### src/rtl/core/lfia_pkg.sv
// ----------------------------------------------------------------------------
// lfia_pkg
// Shared types, codes and helpers for the lowest free ID allocator.
// ----------------------------------------------------------------------------
package lfia_pkg;

    localparam int WORD_W = 64;

    localparam logic KIND_GET = 1'b0;
    localparam logic KIND_RET = 1'b1;

    localparam logic [1:0] STATUS_OK    = 2'd0;
    localparam logic [1:0] STATUS_EMPTY = 2'd1;
    localparam logic [1:0] STATUS_RANGE = 2'd2;

    localparam logic [1:0] REG_ID_BASE  = 2'd0;
    localparam logic [1:0] REG_ID_COUNT = 2'd1;

    typedef enum logic [2:0] {
        ST_CLEAR,
        ST_IDLE,
        ST_GET_RD,
        ST_GET_CHK,
        ST_RET_RD,
        ST_RET_WR
    } lfia_state_t;

    typedef struct packed {
        logic clear_wr;
        logic load;
        logic rd_word;
        logic rd_pos;
        logic next_word;
        logic grant;
        logic empty;
        logic bad_range;
        logic release_id;
    } lfia_cmd_t;

    typedef struct packed {
        logic clear_done;
        logic in_range;
        logic hit;
        logic more;
    } lfia_stat_t;

    // binary search for the lowest set bit
    function automatic logic [5:0] lowest_bit(input logic [WORD_W-1:0] w);
        logic [WORD_W-1:0] v;
        logic [5:0]        k;
        v = w;
        k = '0;
        for (int i = 5; i >= 0; i--)
        begin
            if ((v & ((64'd1 << (1 << i)) - 64'd1)) == 64'd0)
            begin
                v    = v >> (1 << i);
                k[i] = 1'b1;
            end
        end
        return k;
    endfunction

endpackage

### src/rtl/core/lfia_ctrl.sv
// ----------------------------------------------------------------------------
// lfia_ctrl
// Sequencer: reset clear sweep, word-by-word scan for get, read-modify-write
// for return.
// ----------------------------------------------------------------------------
module lfia_ctrl
    import lfia_pkg::*;
(
    input  logic       clk,
    input  logic       rst_n,
    input  logic       start,
    input  logic       kind,
    input  lfia_stat_t stat,
    output lfia_cmd_t  cmd,
    output logic       busy
);

    lfia_state_t state_reg;
    lfia_state_t state_next;

    always_ff @(posedge clk or negedge rst_n)
    begin
        if (!rst_n)
            state_reg <= ST_CLEAR;
        else
            state_reg <= state_next;
    end

    always_comb
    begin
        state_next = state_reg;
        unique case (state_reg)
            ST_CLEAR:
            begin
                if (stat.clear_done)
                    state_next = ST_IDLE;
            end
            ST_IDLE:
            begin
                if (start)
                    state_next = (kind == KIND_RET) ? ST_RET_RD : ST_GET_RD;
            end
            ST_GET_RD:
            begin
                state_next = ST_GET_CHK;
            end
            ST_GET_CHK:
            begin
                state_next = (stat.hit || !stat.more) ? ST_IDLE : ST_GET_RD;
            end
            ST_RET_RD:
            begin
                state_next = stat.in_range ? ST_RET_WR : ST_IDLE;
            end
            ST_RET_WR:
            begin
                state_next = ST_IDLE;
            end
            default:
            begin
                state_next = ST_IDLE;
            end
        endcase
    end

    always_comb
    begin
        cmd  = '0;
        busy = (state_reg != ST_IDLE);
        unique case (state_reg)
            ST_CLEAR:
            begin
                cmd.clear_wr = 1'b1;
            end
            ST_IDLE:
            begin
                cmd.load = start;
            end
            ST_GET_RD:
            begin
                cmd.rd_word = 1'b1;
            end
            ST_GET_CHK:
            begin
                cmd.grant     = stat.hit;
                cmd.empty     = !stat.hit && !stat.more;
                cmd.next_word = !stat.hit && stat.more;
            end
            ST_RET_RD:
            begin
                cmd.rd_pos    = stat.in_range;
                cmd.bad_range = !stat.in_range;
            end
            ST_RET_WR:
            begin
                cmd.release_id = 1'b1;
            end
            default:
            begin
                cmd = '0;
            end
        endcase
    end

    a_accept_busy: assert property (@(posedge clk) disable iff (!rst_n)
        start && !busy |=> busy)
        else $error("accepted transaction did not raise busy");

    a_one_result: assert property (@(posedge clk) disable iff (!rst_n)
        $onehot0({cmd.grant, cmd.empty, cmd.bad_range, cmd.release_id}))
        else $error("more than one result issued in a cycle");

    a_grant_hit: assert property (@(posedge clk) disable iff (!rst_n)
        cmd.grant |-> $past(cmd.rd_word))
        else $error("grant without a fresh word read");

    a_release_read: assert property (@(posedge clk) disable iff (!rst_n)
        cmd.release_id |-> $past(cmd.rd_pos))
        else $error("release without a word read");

endmodule

### src/rtl/core/lfia_dp.sv
// ----------------------------------------------------------------------------
// lfia_dp
// Free bitmap memory (64-bit words), config registers, range check, word
// masking, lowest bit search and result registers.
// ----------------------------------------------------------------------------
module lfia_dp
    import lfia_pkg::*;
#(
    parameter int ID_COUNT = 256
)
(
    input  logic        clk,
    input  logic        rst_n,
    input  lfia_cmd_t   cmd,
    output lfia_stat_t  stat,
    input  logic        kind,
    input  logic [16:0] id,
    input  logic        cfg_we,
    input  logic [1:0]  cfg_index,
    input  logic [15:0] cfg_data,
    output logic        done,
    output logic [1:0]  status,
    output logic [16:0] granted_id
);

    localparam int WORDS  = (ID_COUNT + WORD_W - 1) / WORD_W;
    localparam int ADDR_W = (WORDS > 1) ? $clog2(WORDS) : 1;
    localparam logic [ADDR_W-1:0] LAST_WORD = ADDR_W'(WORDS - 1);

    logic [WORD_W-1:0] mem [WORDS];
    logic [WORD_W-1:0] rd_data_reg;

    logic [15:0]       base_reg;
    logic [8:0]        count_reg;
    logic [ADDR_W-1:0] clr_addr_reg;
    logic [ADDR_W-1:0] word_idx_reg;
    logic              kind_reg;
    logic [16:0]       id_reg;
    logic              done_reg;
    logic [1:0]        status_reg;
    logic [16:0]       granted_reg;

    logic [8:0]        n_eff;
    logic [16:0]       pos;
    logic [ADDR_W-1:0] pos_word;
    logic [17:0]       lo;
    logic [17:0]       rem;
    logic [WORD_W-1:0] mask;
    logic [WORD_W-1:0] masked;
    logic [5:0]        bit_pos;
    logic              lo_in;
    logic              mem_we;
    logic [ADDR_W-1:0] mem_wa;
    logic [WORD_W-1:0] mem_wd;
    logic              mem_re;
    logic [ADDR_W-1:0] mem_ra;

    assign n_eff    = (32'(count_reg) > ID_COUNT) ? 9'(ID_COUNT) : count_reg;
    assign pos      = id_reg - {1'b0, base_reg};
    assign pos_word = pos[ADDR_W+5:6];
    assign lo       = 18'(word_idx_reg) << 6;
    assign rem      = 18'(n_eff) - lo;
    assign lo_in    = lo < 18'(n_eff);
    assign mask     = (rem < 18'(WORD_W)) ? ((64'd1 << rem[5:0]) - 64'd1) : '1;
    assign masked   = rd_data_reg & mask;
    assign bit_pos  = lowest_bit(masked);

    assign stat.clear_done = (clr_addr_reg == LAST_WORD);
    assign stat.in_range   = (id_reg >= {1'b0, base_reg}) && (pos < 17'(n_eff));
    assign stat.hit        = lo_in && (masked != '0);
    assign stat.more       = (word_idx_reg != LAST_WORD) && (lo + 18'(WORD_W) < 18'(n_eff));

    always_comb
    begin
        mem_we = 1'b0;
        mem_wa = word_idx_reg;
        mem_wd = rd_data_reg & ~(64'd1 << bit_pos);
        mem_re = cmd.rd_word || cmd.rd_pos;
        mem_ra = cmd.rd_pos ? pos_word : word_idx_reg;
        priority if (cmd.clear_wr)
        begin
            mem_we = 1'b1;
            mem_wa = clr_addr_reg;
            mem_wd = '1;
        end
        else if (cmd.grant)
        begin
            mem_we = 1'b1;
        end
        else if (cmd.release_id)
        begin
            mem_we = 1'b1;
            mem_wa = pos_word;
            mem_wd = rd_data_reg | (64'd1 << pos[5:0]);
        end
    end

    always_ff @(posedge clk)
    begin
        if (mem_we)
            mem[mem_wa] <= mem_wd;
        if (mem_re)
            rd_data_reg <= mem[mem_ra];
    end

    always_ff @(posedge clk or negedge rst_n)
    begin
        if (!rst_n)
        begin
            base_reg     <= '0;
            count_reg    <= 9'd256;
            clr_addr_reg <= '0;
            word_idx_reg <= '0;
            done_reg     <= 1'b0;
        end
        else
        begin
            if (cfg_we && cfg_index == REG_ID_BASE)
                base_reg <= cfg_data;
            if (cfg_we && cfg_index == REG_ID_COUNT)
                count_reg <= cfg_data[8:0];
            if (cmd.clear_wr && !stat.clear_done)
                clr_addr_reg <= clr_addr_reg + ADDR_W'(1);
            if (cmd.load)
                word_idx_reg <= '0;
            else if (cmd.next_word)
                word_idx_reg <= word_idx_reg + ADDR_W'(1);
            done_reg <= cmd.grant || cmd.empty || cmd.bad_range || cmd.release_id;
        end
    end

    always_ff @(posedge clk)
    begin
        if (cmd.load)
        begin
            kind_reg <= kind;
            id_reg   <= id;
        end
        if (cmd.grant)
            granted_reg <= 17'(base_reg) + 17'(lo) + 17'(bit_pos);
        else
            granted_reg <= '0;
        if (cmd.empty)
            status_reg <= STATUS_EMPTY;
        else if (cmd.bad_range)
            status_reg <= STATUS_RANGE;
        else
            status_reg <= STATUS_OK;
    end

    assign done       = done_reg;
    assign status     = status_reg;
    assign granted_id = granted_reg;

    a_status_code: assert property (@(posedge clk) disable iff (!rst_n)
        done_reg |-> (status_reg == STATUS_OK || status_reg == STATUS_EMPTY ||
                      status_reg == STATUS_RANGE))
        else $error("undefined status code");

    a_zero_on_fail: assert property (@(posedge clk) disable iff (!rst_n)
        done_reg && status_reg != STATUS_OK |-> granted_reg == '0)
        else $error("nonzero id with failing status");

    a_return_kind: assert property (@(posedge clk) disable iff (!rst_n)
        cmd.rd_pos || cmd.bad_range |-> kind_reg == KIND_RET)
        else $error("return path entered for a get");

endmodule

### src/rtl/core/lowest_free_id_allocator.sv
// ----------------------------------------------------------------------------
// lowest_free_id_allocator
// ID pool over a free bitmap: get hands out the lowest free ID, return
// frees one; out-of-pool returns are flagged.
//
//   channel   signals                         handshake
//   request   kind, id                        start & !busy
//   result    status, granted_id              done, one cycle, no stall
//   config    cfg_index, cfg_data             cfg_we
//
// Get: busy in a read and a check state per 64-bit bitmap word scanned,
//   until a hit or the end of the pool; the result is registered.
// Return: busy for a read and a write back, only the read when the id is
//   outside the pool; the result is registered.
// After reset a clear pass fills the bitmap word by word, with busy high.
// done is a single-cycle strobe; results cannot be held off.
// ----------------------------------------------------------------------------
module lowest_free_id_allocator
    import lfia_pkg::*;
#(
    parameter int ID_COUNT = 256
)
(
    input  logic        clk,
    input  logic        rst_n,
    input  logic        start,
    output logic        busy,
    input  logic        kind,
    input  logic [16:0] id,
    input  logic        cfg_we,
    input  logic [1:0]  cfg_index,
    input  logic [15:0] cfg_data,
    output logic        done,
    output logic [1:0]  status,
    output logic [16:0] granted_id
);

    lfia_cmd_t  cmd;
    lfia_stat_t stat;

    lfia_ctrl u_ctrl (
        .clk   (clk),
        .rst_n (rst_n),
        .start (start),
        .kind  (kind),
        .stat  (stat),
        .cmd   (cmd),
        .busy  (busy)
    );

    lfia_dp #(
        .ID_COUNT (ID_COUNT)
    ) u_dp (
        .clk        (clk),
        .rst_n      (rst_n),
        .cmd        (cmd),
        .stat       (stat),
        .kind       (kind),
        .id         (id),
        .cfg_we     (cfg_we),
        .cfg_index  (cfg_index),
        .cfg_data   (cfg_data),
        .done       (done),
        .status     (status),
        .granted_id (granted_id)
    );

endmodule
### config.mk
export PLATFORM = sky130hd
export DESIGN_NAME = lowest_free_id_allocator
export DESIGN_NICKNAME = d
export VERILOG_FILES = /design/src/rtl/core/lfia_pkg.sv /design/src/rtl/core/lfia_ctrl.sv /design/src/rtl/core/lfia_dp.sv /design/src/rtl/core/lowest_free_id_allocator.sv
export SDC_FILE = /design/constraint.sdc
export NUM_CORES = 1
export LEC_CHECK = 0
export ABC_AREA = 1
export BUFFER_PORTS_ARGS = -buffer_cell sky130_fd_sc_hd__buf_2
export CORE_MARGIN = 2
export CORE_UTILIZATION = 33
export DETAILED_ROUTE_END_ITERATION = 12
export PLACE_DENSITY_LB_ADDON = 0.2
export SLEW_MARGIN = 25
export SYNTH_ARGS = -nofsm -noshare
export SYNTH_HDL_FRONTEND = slang
export SYNTH_SLANG_ARGS = --single-unit
### constraint.sdc
create_clock -name clk -period 10.46 [get_ports clk]
set_clock_uncertainty 0.15 [all_clocks]
set_input_delay 2.092 -clock clk [delete_from_list [all_inputs] [get_ports clk]]
set_output_delay 2.092 -clock clk [all_outputs]
set_load 0.01 [all_outputs]
==> out/qor.yml <==
outcome: "completed"
crit_top_cell: "nand2_1"
r2r-end: "u_dp.granted_id[14]"
synthMostInstantiatedCell: "nand2_1"
synthFlopType: "edfxtp_1"
first_global_vias: 16505
syn_area_um2: 21100
yosys.area.top_type: "edfxtp_1"
finalHoldViolations: 0
root_buffer: "clkbuf_16"
cp.required_ns: 10.77
synthTopCellsByCount: "632 x nand2_1, 337 x edfxtp_1, 206 x inv_1"
nets: 2471
diodes: 0
whs_path_depth: 2
worst_pin_slew_ns: 1.06
clk_pin_slew_ns: 0.06
regArea_um2: 11300
p_per_area_nw_per_um2: 286
fin_hold_ws_ns: 0.368
maxClockFrequency_mhz: 108
min_from: "u_dp.count_reg[6]"
antenna_found_initial: 0
track_usage_pct: 21.4
routed_wl_um: 71300
place_hpwl_um: 51100
n_fill_cell: 6469
timing.rr.start: "u_dp.count_reg[4]"
postCtsSetupBuffers: 0
postCtsHoldBufs: 0
drt-pass1-iter-count: 6
slew_headroom_pct: 28.7
max_stage_delay_ns: 0.52
min_period_ns: 9.23
cts_resized: 0
drt-vias-per-instance: 5.30
multi_input_area_um2: 8460
syn_nets: 2445
whs_endpoint: "u_dp.count_reg[6]"
grt_start_max_net_pins: 85
crit_slowest_cell: "dfrtp_1"
core_um2: 63100
ant_nets: 0
syn_area_per_cell_um2: 8.93
worst-r2r-setup-slack_ns: 1.23
synthCells: 2361
p_leak_nw: 9.63
yosysSeqAreaShare_pct: 53.7
drt_iter0_markers: 1690
die-height_um: 257
cts_tree: "built"
yosys_warnings: 0
fin_setup_tns_ns: 0
arrival_ns: 9.54
overflow: 0
rsz0062_at_grt: "false"
drcViolationCount: 0
vdd_drop_max_uv: 153
area_growth_pct: 11.5
synthArstFlopShare_pct: 8.48
cap_violations: 0
start_kind: "flop"
cts_buffers: 44
fin_crit_sh_pct: 88.3
hp-class: "flop to flop"
cts_buffer_depth: 3
slew_violations: 0
power_w: 0.00672
endpoint_kind: "flop"
gp_congestion: 0.986
reg2regPathDepth: 49
rows: 92
drive_gt1_share_pct: 10.2
synth-seq-cells: 389
crit_path_max_fanout: 45
yosysUniqueCellTypes: 55
io_pins: 61
die-area_um2: 65900
wl_per_cell_um: 21.9
cts_max_level: 2
clock_latency_ns: 0.59
synthTopCellsByArea: "edfxtp_1 48%, nand2_1 11%, dfrtp_1 3.8%"
cp-startpoint: "u_dp.count_reg[4]"
largest_register_ffs: 256
die_x_um: 257
synth_top_area_share_pct: 48.0
vias: 17274
numPortBuffers: 60
critPathKind: "flop to flop"
finalSetupViolCount: 0
grt_pass1_wl_um: 106000
cts_sinks: 389
initial_core_util_pct: 33.4
synth_edf_count: 337
-- final cells by class --
| type | instances | share of cell area (%) |
|---|---|---|
| Timing Repair Buffer | 87 | 2.19 |
| Clock buffer | 52 | 4.94 |
| Sequential cell | 389 | 48.2 |
| Clock inverter | 20 | 0.718 |
| Inverter | 220 | 3.52 |
| Tap cell | 846 | 4.50 |
| Multi-Input combinational cell | 1645 | 36.0 |
-- placed cells by master (no fill, tap or decap), drive strengths merged, types with 30 or more instances in the layout --
cell type / instances
buf: 87
a32oi: 64
nor3: 73
a21oi: 133
o31ai: 34
edfxtp: 337
clkbuf: 52
nand2: 657
ha: 41
dfrtp: 32
nand3: 158
nand4: 30
inv: 219
o21ai: 121
nor2: 232
-- through the flow --
stage | utilization (%) | std cells | cell area [um^2] | setup WS (ns)
floorplan | - | 2361 | 21100 | 1.18
global placement | 35.2 | 3187 | 22200 | 1.32
detailed placement | 35.2 | 3187 | 22200 | 1.29
CTS | 37.3 | 3259 | 23500 | 1.27
global route | 37.3 | 3259 | 23500 | 0.234
finish | 37.3 | 3259 | 23500 | 1.23
-- kinds of logic after synthesis --
family                   synth area share, %
XOR/XNOR                               0.997
adder cells (fa/ha/maj)                 2.72
AND/OR/NAND/NOR                         24.3
AO/OA/AOI/OAI                           11.7
buffers and inverters                   6.48
flip-flops                              53.7
-- worst max-delay path, delay by kind of cell (launching register included) --
family,cells,cell delay (ns)
adders and majority gates,5,1.35
and+or+nand+nor,32,4.75
DFF,1,0.52
AOI/OAI and AO/OA,7,1.40
buffers and inverters,4,0.72
xor gates and xnor gates,1,0.17
-- worst max path at each step --
stage,end,slack (ns),depth (start not counted)
finish,u_dp.granted_id[14],1.23,49
global route,u_dp.granted_id[14],0.23,49
CTS,u_dp.granted_id[14],1.27,49
detailed placement,u_dp.granted_id[14],1.29,49
global placement,u_dp.granted_id[14],1.32,49
floorplan,u_dp.mem[2][0],1.18,31
-- layer usage --
metal / wire length, um / vias to the layer above / track usage (%)
met5: 0 / - / 0
met4: 2010 / 0 / 6.59
met3: 4120 / 109 / 2.89
met2: 32900 / 582 / 34.5
met1: 32300 / 8381 / 29.8
li1: - / 8202 / -
-- report_power, final --
group	switching, W	total (W)	internal [W]
registers	0.000163	0.00255	0.00239
clock network	0.000633	0.00145	0.000816
logic	0.00201	0.00272	0.000706
(Power assumes the default switching activity.)
